===== src/hw/rtl/assert_macros.svh =====
// Assertion macros shared by the RTL files that check themselves.
// No dependencies; include by bare file name.
`ifndef ASSERT_MACROS_SVH
`define ASSERT_MACROS_SVH

// Same-cycle implication, disabled while reset is asserted.
`define ASSERT_IMPLIES(label, clk, rst_n, ante, cons, msg) \
	label: assert property (@(posedge clk) disable iff (!rst_n) (ante) |-> (cons)) \
		else $error(msg);

// Next-cycle implication, disabled while reset is asserted.
`define ASSERT_NEXT(label, clk, rst_n, ante, cons, msg) \
	label: assert property (@(posedge clk) disable iff (!rst_n) (ante) |=> (cons)) \
		else $error(msg);

`endif


===== src/hw/rtl/plint_pkg.sv =====
// Types and constants of the piecewise linear interpolator.
// No dependencies; used by plint_ctrl, plint_dp and the top level.
`default_nettype none

package plint_pkg;

	localparam int DATA_W    = 32;
	localparam int COUNT_W   = 7;
	localparam int PROD_W    = 64;
	// quotient bits worth computing; anything at or above 2^QUO_BITS saturates
	localparam int QUO_BITS  = 34;
	localparam int DIV_CNT_W = 6;
	localparam int SUM_W     = QUO_BITS + 2;

	localparam logic OP_LOAD  = 1'b0;
	localparam logic OP_QUERY = 1'b1;

	localparam logic [1:0] REG_POINT_COUNT = 2'd0;

	localparam logic [COUNT_W-1:0] POINT_COUNT_RESET = 7'd1;

	localparam logic signed [DATA_W-1:0] Q_MAX = 32'sh7FFF_FFFF;
	localparam logic signed [DATA_W-1:0] Q_MIN = 32'sh8000_0000;

	typedef enum logic [2:0] {
		ST_IDLE,
		ST_SCAN,
		ST_SCAN_END,
		ST_DIFF,
		ST_MUL,
		ST_DIV_PRE,
		ST_DIV,
		ST_FINISH
	} state_t;

	typedef struct packed {
		logic wr_en;
		logic capture_q;
		logic rd_en;
		logic take;
		logic first;
		logic diff;
		logic mul;
		logic div_pre;
		logic div_step;
		logic emit_load;
		logic emit_query;
	} cmd_t;

	typedef struct packed {
		logic flat;
	} status_t;

endpackage

`default_nettype wire


===== src/hw/rtl/plint_ctrl.sv =====
// Controller of the interpolator: sequences load, scan, multiply and divide.
// Depends on plint_pkg; drives plint_dp through cmd_t.
`default_nettype none

module plint_ctrl #(
	parameter int AW = 6,
	parameter int CW = 7
) (
	input  wire logic                clk,
	input  wire logic                arst_n,
	input  wire logic                start,
	input  wire logic                op,
	input  wire logic [CW-1:0]       n_eff,
	input  wire plint_pkg::status_t  status,
	output logic                     busy,
	output logic                     strobe,
	output plint_pkg::cmd_t          cmd,
	output logic [AW-1:0]            rd_addr
);

	plint_pkg::state_t state_q, state_d;
	logic [AW-1:0] scan_cnt_q;
	logic [plint_pkg::DIV_CNT_W-1:0] div_cnt_q;
	logic take_s1, first_s1, strobe_q;
	logic [AW-1:0] last_addr;

	assign last_addr = AW'(n_eff - 1'b1);

	always_ff @(posedge clk or negedge arst_n) begin
		if (!arst_n) begin
			state_q    <= plint_pkg::ST_IDLE;
			scan_cnt_q <= '0;
			div_cnt_q  <= '0;
			take_s1    <= 1'b0;
			first_s1   <= 1'b0;
			strobe_q   <= 1'b0;
		end else begin
			state_q  <= state_d;
			take_s1  <= cmd.rd_en;
			first_s1 <= cmd.rd_en && (scan_cnt_q == '0);
			strobe_q <= cmd.emit_load | cmd.emit_query;
			if (state_q == plint_pkg::ST_IDLE)
				scan_cnt_q <= '0;
			else if (cmd.rd_en)
				scan_cnt_q <= scan_cnt_q + 1'b1;
			if (cmd.div_pre)
				div_cnt_q <= plint_pkg::DIV_CNT_W'(plint_pkg::QUO_BITS - 1);
			else if (cmd.div_step)
				div_cnt_q <= div_cnt_q - 1'b1;
		end
	end

	always_comb begin
		state_d   = state_q;
		cmd       = '0;
		cmd.take  = take_s1;
		cmd.first = first_s1;
		case (state_q)
			plint_pkg::ST_IDLE: begin
				if (start) begin
					if (op == plint_pkg::OP_LOAD) begin
						cmd.wr_en     = 1'b1;
						cmd.emit_load = 1'b1;
					end else begin
						cmd.capture_q = 1'b1;
						state_d       = plint_pkg::ST_SCAN;
					end
				end
			end
			plint_pkg::ST_SCAN: begin
				cmd.rd_en = 1'b1;
				if (scan_cnt_q == last_addr)
					state_d = plint_pkg::ST_SCAN_END;
			end
			plint_pkg::ST_SCAN_END: begin
				state_d = plint_pkg::ST_DIFF;
			end
			plint_pkg::ST_DIFF: begin
				cmd.diff = 1'b1;
				state_d  = plint_pkg::ST_MUL;
			end
			plint_pkg::ST_MUL: begin
				cmd.mul = 1'b1;
				// equal bracket abscissae need no division
				state_d = status.flat ? plint_pkg::ST_FINISH : plint_pkg::ST_DIV_PRE;
			end
			plint_pkg::ST_DIV_PRE: begin
				cmd.div_pre = 1'b1;
				state_d     = plint_pkg::ST_DIV;
			end
			plint_pkg::ST_DIV: begin
				cmd.div_step = 1'b1;
				if (div_cnt_q == '0)
					state_d = plint_pkg::ST_FINISH;
			end
			plint_pkg::ST_FINISH: begin
				cmd.emit_query = 1'b1;
				state_d        = plint_pkg::ST_IDLE;
			end
			default: begin
				state_d = plint_pkg::ST_IDLE;
			end
		endcase
	end

	assign busy    = (state_q != plint_pkg::ST_IDLE);
	assign strobe  = strobe_q;
	assign rd_addr = scan_cnt_q;

endmodule

`default_nettype wire


===== config.mk =====
export PLATFORM = sky130hd
export DESIGN_NAME = plint_ctrl
export DESIGN_NICKNAME = d
export VERILOG_FILES = /design/src/hw/rtl/assert_macros.svh /design/src/hw/rtl/plint_pkg.sv /design/src/hw/rtl/plint_ctrl.sv
export SDC_FILE = /design/constraint.sdc
export NUM_CORES = 1
export LEC_CHECK = 0
export BUFFER_PORTS_ARGS = -buffer_cell sky130_fd_sc_hd__buf_2
export CORE_AREA = 3 3 61 63
export DETAILED_ROUTE_END_ITERATION = 8
export DIE_AREA = 0 0 64 66
export GPL_ROUTABILITY_DRIVEN = 0
export PLACE_DENSITY = 0.6
export SETUP_SLACK_MARGIN = 0.5
export SLEW_MARGIN = 30
export SYNTH_ARGS = -nofsm -noshare
export SYNTH_HDL_FRONTEND = slang
export SYNTH_SLANG_ARGS = --single-unit

===== constraint.sdc =====
create_clock -name clk -period 2.25 [get_ports clk]
set_input_delay 0.1125 -clock clk [delete_from_list [all_inputs] [get_ports clk]]
set_output_delay 0.1125 -clock clk [all_outputs]
set_load 0.01 [all_outputs]

# == Word level (Yosys, flattened, before mapping) ==
# Cells that the tools add are included.
# Widths: inputs -> output; s select.
# op_classes
eq_ne,12
bitwise,1
reduce_logical,8
addsub,3
n_mux,22
# op_table
cell,count
$mux 6,4
$pmux 3 s8,1
$eq 3x3->1 const B,4
$logic_not 6->1,2
$mux 3,4
$sub 6x1->6 const B,2
$mux 1,10
$ne 2x2->1 const B,4
$add 6x1->6 const B,1
$eq 3x2->1 const B,2
$eq 6x6->1,1
$mux 2,3
$reduce_and 4->1,1
$reduce_bool 2->1,2
$eq 3x1->1 const B,1
$logic_not 3->1,1
$reduce_bool 3->1,1
$logic_and 1x1->1,1
$or 1x1->1,1
# word_totals
output_inout_bits,19
register_bits,18
elab_cells,52

# == Logic depth before layout (Yosys ltp) ==
# Gate-level depths: netlist (run 1).
# depth
ltp_word,4
mapped_depth,7
depth_no_buf,6

# == Least setup slack after synthesis (run 1) ==
# OpenSTA, ideal clock, no wires.
# synth_timing
path_kind,flip-flop to output port
from,register state_q[2]
to,output port cmd[10] in the netlist's numbering
path_stages_with_launch,8
path_buffers,3
arrival_time_ns,1.404
setup_slack_ns,0.734
path_cell_list,dfrtp_1 -> buf_4 -> or2_1 -> buf_4 -> nor2_2 -> nand2_1 -> nor2_1 -> buf_4
# synth_lines
item,line,source
from (decl),plint_ctrl.sv:21,"plint_pkg::state_t state_q, state_d;"
from (signal assigned),plint_ctrl.sv:31,state_q <= plint_pkg::ST_IDLE;
from (signal assigned),plint_ctrl.sv:38,state_q <= state_d;
to (decl),plint_ctrl.sv:17,"output plint_pkg::cmd_t cmd,"

==> results of run 1 <==
==> per-layer routing <==
metal,part of all wire,GRT usage
met1,0.44,0.143
met2,0.52,0.225
met3,0.038,0.0221
met4,0.0069,0.0404
met5,0,0
==> cells by family after synthesis <==
| group | synth area share |
|---|---|
| buffers and inverters | 0.0948 |
| adders and majority gates | 0.0521 |
| AOI/OAI and AO/OA | 0.150 |
| muxes | 0.0260 |
| and+or+nand+nor | 0.214 |
| DFF | 0.375 |
| xor gates and xnor gates | 0.0885 |
==> final timing paths <==
path | from | endpoint | cells after the start
min in group asynchronous | arst_n | div_cnt_q[3] | 2
hold / removal | op | strobe | 2
hold reg to reg | state_q[2] | state_q[2] | 1
max in group asynchronous | arst_n | state_q[2] | 2
setup reg to reg | rd_addr[2] | rd_addr[5] | 4
setup / recovery | state_q[2] | cmd[1] | 5
==> layout by cell type, fill, tap and decap left out, types with 5 or more instances in the layout <==
cell type / n
buf_2: 29
o21ai_0: 5
dfrtp_1: 15
inv_1: 10
nand3_1: 5
ha_1: 5
buf_4: 7
xnor2_1: 5
nand2_1: 10
nor2_1: 5
a21oi_1: 5
==> layout make-up <==
| type | count | area, µm² |
|---|---|---|
| well taps | 46 | 57.6 |
| fillers | 329 | 1860 |
| repair buffers | 37 | 208 |
| flip-flops and latches | 18 | 454 |
| inverters | 11 | 41.3 |
| clock buffers | 3 | 22.5 |
| multi-input cells | 85 | 639 |
==> critical path, stage by stage, from the launching register on <==
cell and delay [ns]:
dfrtp_2 0.45, or2_4 0.32, nor2_2 0.14, nand2_1 0.08, nor2_1 0.11, buf_2 0.15
==> metrics by stage <==
step | setup slack [ns] | cells | power (µW) | util | cell area, µm²
floorplan | 0.734 | 124 | 1340 | - | 1200
global placement | 0.724 | 189 | 1490 | 0.405 | 1330
detailed placement | 0.678 | 189 | 1530 | 0.405 | 1330
CTS | 0.511 | 193 | 1690 | 0.416 | 1370
global route | 0.492 | 200 | 1940 | 0.433 | 1420
finish | 0.599 | 200 | 1770 | 0.433 | 1420
==> power by group <==
group / total [µW] / switching (µW) / internal [µW]
combinational: 915 / 441 / 474
clock: 157 / 94.8 / 62.1
sequential: 700 / 236 / 464
total: 1770 / 772 / 1000
==> Yosys cell counts, types with 2 or more instances <==
| library cell | instances | area [µm²] |
|---|---|---|
| nor2_1 | 5 | 18.8 |
| ha_1 | 5 | 62.6 |
| mux2i_1 | 2 | 20.0 |
| o21ai_0 | 5 | 25.0 |
| a21oi_1 | 5 | 25.0 |
| nand3_1 | 5 | 25.0 |
| nand2_1 | 10 | 37.5 |
| a22o_1 | 3 | 26.3 |
| dfrtp_1 | 18 | 450 |
| nor3b_1 | 2 | 15.0 |
| inv_1 | 10 | 37.5 |
| xor2_1 | 4 | 35.0 |
| nor3_2 | 2 | 20.0 |
| buf_4 | 7 | 52.6 |
| xnor2_1 | 5 | 43.8 |
| and3_1 | 3 | 18.8 |
| nor3_1 | 4 | 20.0 |
| nand3b_1 | 3 | 22.5 |
==> repair_timing <==
| item | 4_1_cts | 5_1_grt |
|---|---|---|
| hold endpoints to repair | 18 | 0 |
| buffers inserted | 0 | 7 |
| gates resized for setup | 1 | 3 |
| hold buffers | 1 | 0 |
| setup endpoints to repair | 3 | 5 |
==> registers in the layout, indices dropped and copies added (netlist names) <==
register	count
div_cnt_q	6
first_s1	1
rd_addr	6
state_q	3
strobe	1
take_s1	1
==> impl_metrics.toml, run 1 <==
[status]
status = "completed"

[drt]
routedWlPerCell_um = 12.4
drt_iter0_drc = 31
vias_per_cell = 4.88
dr.pass1.iters = 2
num_vias = 975
drtAntennaViolNets = 0
drc = 0
wl_um = 2480

[pwr]
ir_drop_uv = 351
leakage_uw = 0.000708
pwr_density_cell_mw_per_mm2 = 1250

[setup_path]
critPathKind = "flop to output pin"
cp-end-kind = "output pin"
startpoint_type = "flop"
reg2reg_slack_ns = 0.77
arrival_ns = 1.54
cp.required_ns = 2.14
crit_fanout = 10

[sta]
setup_tns_ns = 0
slew_headroom = 0.733
slew_viol_final = 0
tightest_slew_ns = 0.400
hold_viol = 0
rsz0062_at_grt = "no"
fmax_mhz = 606
skew_ns = 0.00387
fin_crit_ns = 1.65
setup_violations = 0
hold_slack_ns = 0.0392
period_share = 0.734

[grt]
grt_pass1_wl_um = 4110
grt_max_degree = 19
first_global_vias = 902
grt.total_usage = 0.123
gr-total-overflow = 0
antenna_found_initial = 0

[logic_synthesis]
netlist-cell-type-count = 44
synthCells = 124
ys_ff_latch = 18
syn_nets = 141
async_flop_share = 1.00
syn_avg_cell_area_um2 = 9.69
yosysSeqAreaShare = 0.375
synth_edf_count = 0
synth_warnings = 0
ys.flop_type = "dfrtp_1"
synth_area_mm2 = 0.00120

[hold_path]
hp-class = "primary input to flop"

[clock_tree]
path_clk_slew_ns = 0.10
cts_tree = "done"
cts_sinks = 18
cts_made_buffers = 3
ctsRootBufferMaster = "clkbuf_4"
htree_levels = 1
clk-insertion-delay-late_ns = 0.28
cts.path.max_buffers = 2

[die]
initial_core_util = 0.366
pin_count = 31
dieArea_mm2 = 0.00422
row_count = 21
fp.dieW_um = 64
core_area_mm2 = 0.00328
die_h_um = 66

[flow_run]
max-cap-violations = 0

[cells_and_area]
syn2layout_area_growth_pct = 18.4
drive_gt1_frac = 0.351
antenna_cells = 0
final_nets = 173

[placement]
hpwl_um = 1880
portBuffers = 29
Note: power is estimated with default switching activity, not from simulation.
==> run 2: changes to the inputs <==
Clock period 2.25 ns to 1.7 ns, I/O delays scaled along.
==> run 2 against run 1 <==
  * Via count grew 14%
  * Sequential cell count is the same
  * Cell count grew 10%
  * Clock power grew 50%
  * Power grew 71%
  * Register-to-register slack lost 0.48 ns
  * First-iteration DRC count grew 35%
  * Global-route usage grew 3.1 points
  * Worst setup slack lost 0.36 ns
  * Die area is the same
  * Final area grew 26%
  * Non-clock buffer count grew 19
  * Highest routed layer unchanged
==> impl_metrics.toml, run 2 (synthesis results as in run 1) <==
[status]
status = "completed"

[sta]
tightest_slew_ns = 0.429
setup_tns_ns = 0
slew_headroom = 0.714
hold_viol = 0
setup_violations = 0
slew_viol_final = 0
period_share = 0.861
finalWorstSetupSlack_ns = 0.237
rsz0062_at_grt = "yes"
fmax_mhz = 683
skew_ns = 0.00325
fin_crit_ns = 1.46

[cells_and_area]
finish.utilization = 0.546
final_common_cell = "buf_2"
antenna_cells = 0
drive_gt1_frac = 0.598
final_nets = 192
syn2layout_area_growth_pct = 49.2
layout_common_cells = "buf_2, buf_4, dfrtp_1, dfrtp_2, buf_6"
final_cell_area_mm2 = 0.00179

[grt]
grt_pass1_wl_um = 5060
gr-total-overflow = 0
grt_max_degree = 19
antenna_found_initial = 0
grt.total_usage = 0.153
first_global_vias = 1154

[drt]
dr.pass1.iters = 4
routedWlPerCell_um = 14.4
wl_um = 3160
vias_per_cell = 5.07
drtAntennaViolNets = 0
drc = 0
num_vias = 1116
drt_iter0_drc = 42

[hold_path]
hp-start = "op"
worst_hold_path.num_cells = 2
hold_end = "strobe"
hp-class = "primary input to flop"

[pwr]
ir_drop_uv = 715
combPwrFrac = 0.634
pwr_density_cell_mw_per_mm2 = 1690
p_int_uw = 1710
seq_power_share = 0.288
p_clk_frac = 0.078
leakage_uw = 0.000828
finalPower_uw = 3030
switching_share = 0.433
p_switching_uw = 1310

[setup_path]
r2r_start = "rd_addr[0]"
slowest_delay_ns = 0.40
cpMostUsedCell = "nor2_4"
startpoint_type = "flop"
worst_r2r_path_depth = 4
critPathKind = "flop to output pin"
rr_endpoint = "first_s1"
path_buf_inv = 1
reg2reg_slack_ns = 0.29
crit_path_top_delay_cell = "dfrtp_1"
cp-end-kind = "output pin"
arrival_ns = 1.38
cp_cell_sequence = "or2_4 > nor2_4 > nand2_2 > nor2_4 > buf_6"
cp.required_ns = 1.62
crit_fanout = 3
crit_family = "simple AND/OR/NAND/NOR gates"

[clock_tree]
cts_made_buffers = 3
htree_levels = 1
cts_tree = "done"
cts_sinks = 18
path_clk_slew_ns = 0.11
ctsRootBufferMaster = "clkbuf_4"
clk-insertion-delay-late_ns = 0.30
cts.path.max_buffers = 2

[placement]
hpwl_um = 2090
place_area_mm2 = 0.00140
portBuffers = 29
place_worst_setup_slack_ns = 0.177

[die]
pin_count = 31
fp.dieW_um = 64
core_area_mm2 = 0.00328
initial_core_util = 0.366
die_h_um = 66
dieArea_mm2 = 0.00422
row_count = 21

[flow_run]
max-cap-violations = 0
## run 2: cell types whose count changed in the layout (fill, tap and decap cells not counted), moves of 3 or more
cell     before  now
nor2_4        0    3
nand2_1      10    7
inv_1        10    7
dfrtp_2       3    9
buf_6         0    9
buf_4         7   20
a21oi_2       0    3
buf_2        29   25
a21oi_1       5    2
dfrtp_1      15    9
## run 2: through the flow
stage | hold WS [ns] | std cells
floorplan | -0.211 | 124
global placement | 0.0446 | 192
detailed placement | 0.0503 | 192
CTS | 0.0345 | 214
global route | 0.0481 | 220
finish | 0.0469 | 220
## run 2: layout make-up
class / count / area [µm²]
clock buffer: 4 / 26.3
multi-input combinational: 85 / 796
tap: 46 / 57.6
inverter: 11 / 43.8
timing repair buffer: 56 / 407
sequential: 18 / 462
fill: 320 / 1490
## run 2: how the worst max path moves through the flow
stage / startpoint / to / slack (ns) / cells past startpoint
6_report: state_q[1] / cmd[10] / 0.24 / 5
5_1_grt: state_q[1] / cmd[10] / 0.15 / 5
4_1_cts: state_q[1] / cmd[10] / 0.24 / 5
3_5_place_dp: n_eff[0] / state_q[1] / 0.18 / 7
3_3_place_gp: n_eff[0] / state_q[1] / 0.26 / 7
2_1_floorplan: rd_addr[2] / rd_addr[5] / 0.34 / 5
## run 2: per-layer routing
| metal | routed length (µm) | global-route usage | up-vias |
|---|---|---|---|
| met5 | 0 | 0 | - |
| met4 | 23 | 0.0377 | 0 |
| met2 | 1900 | 0.335 | 15 |
| li1 | - | - | 534 |
| met1 | 1150 | 0.140 | 563 |
| met3 | 90 | 0.0272 | 4 |
## run 2: what timing repair did
| item | CTS | global route |
|---|---|---|
| endpoints found under the setup margin | 25 | 25 |
| pin swaps | 11 | 6 |
| hold buffers | 1 | 0 |
| endpoints found under the hold margin | 18 | 0 |
| setup buffers | 17 | 6 |
| resized for setup | 25 | 16 |
## run 2: power groups by stage
stage / logic, µW / clock network [µW] / registers (µW)
6_report: 1920 / 236 / 871
5_1_grt: 2070 / 265 / 905
4_1_cts: 1690 / 243 / 855
3_5_place_dp: 1250 / 0 / 896
3_3_place_gp: 1210 / 0 / 887
2_1_floorplan: 1070 / 0 / 800
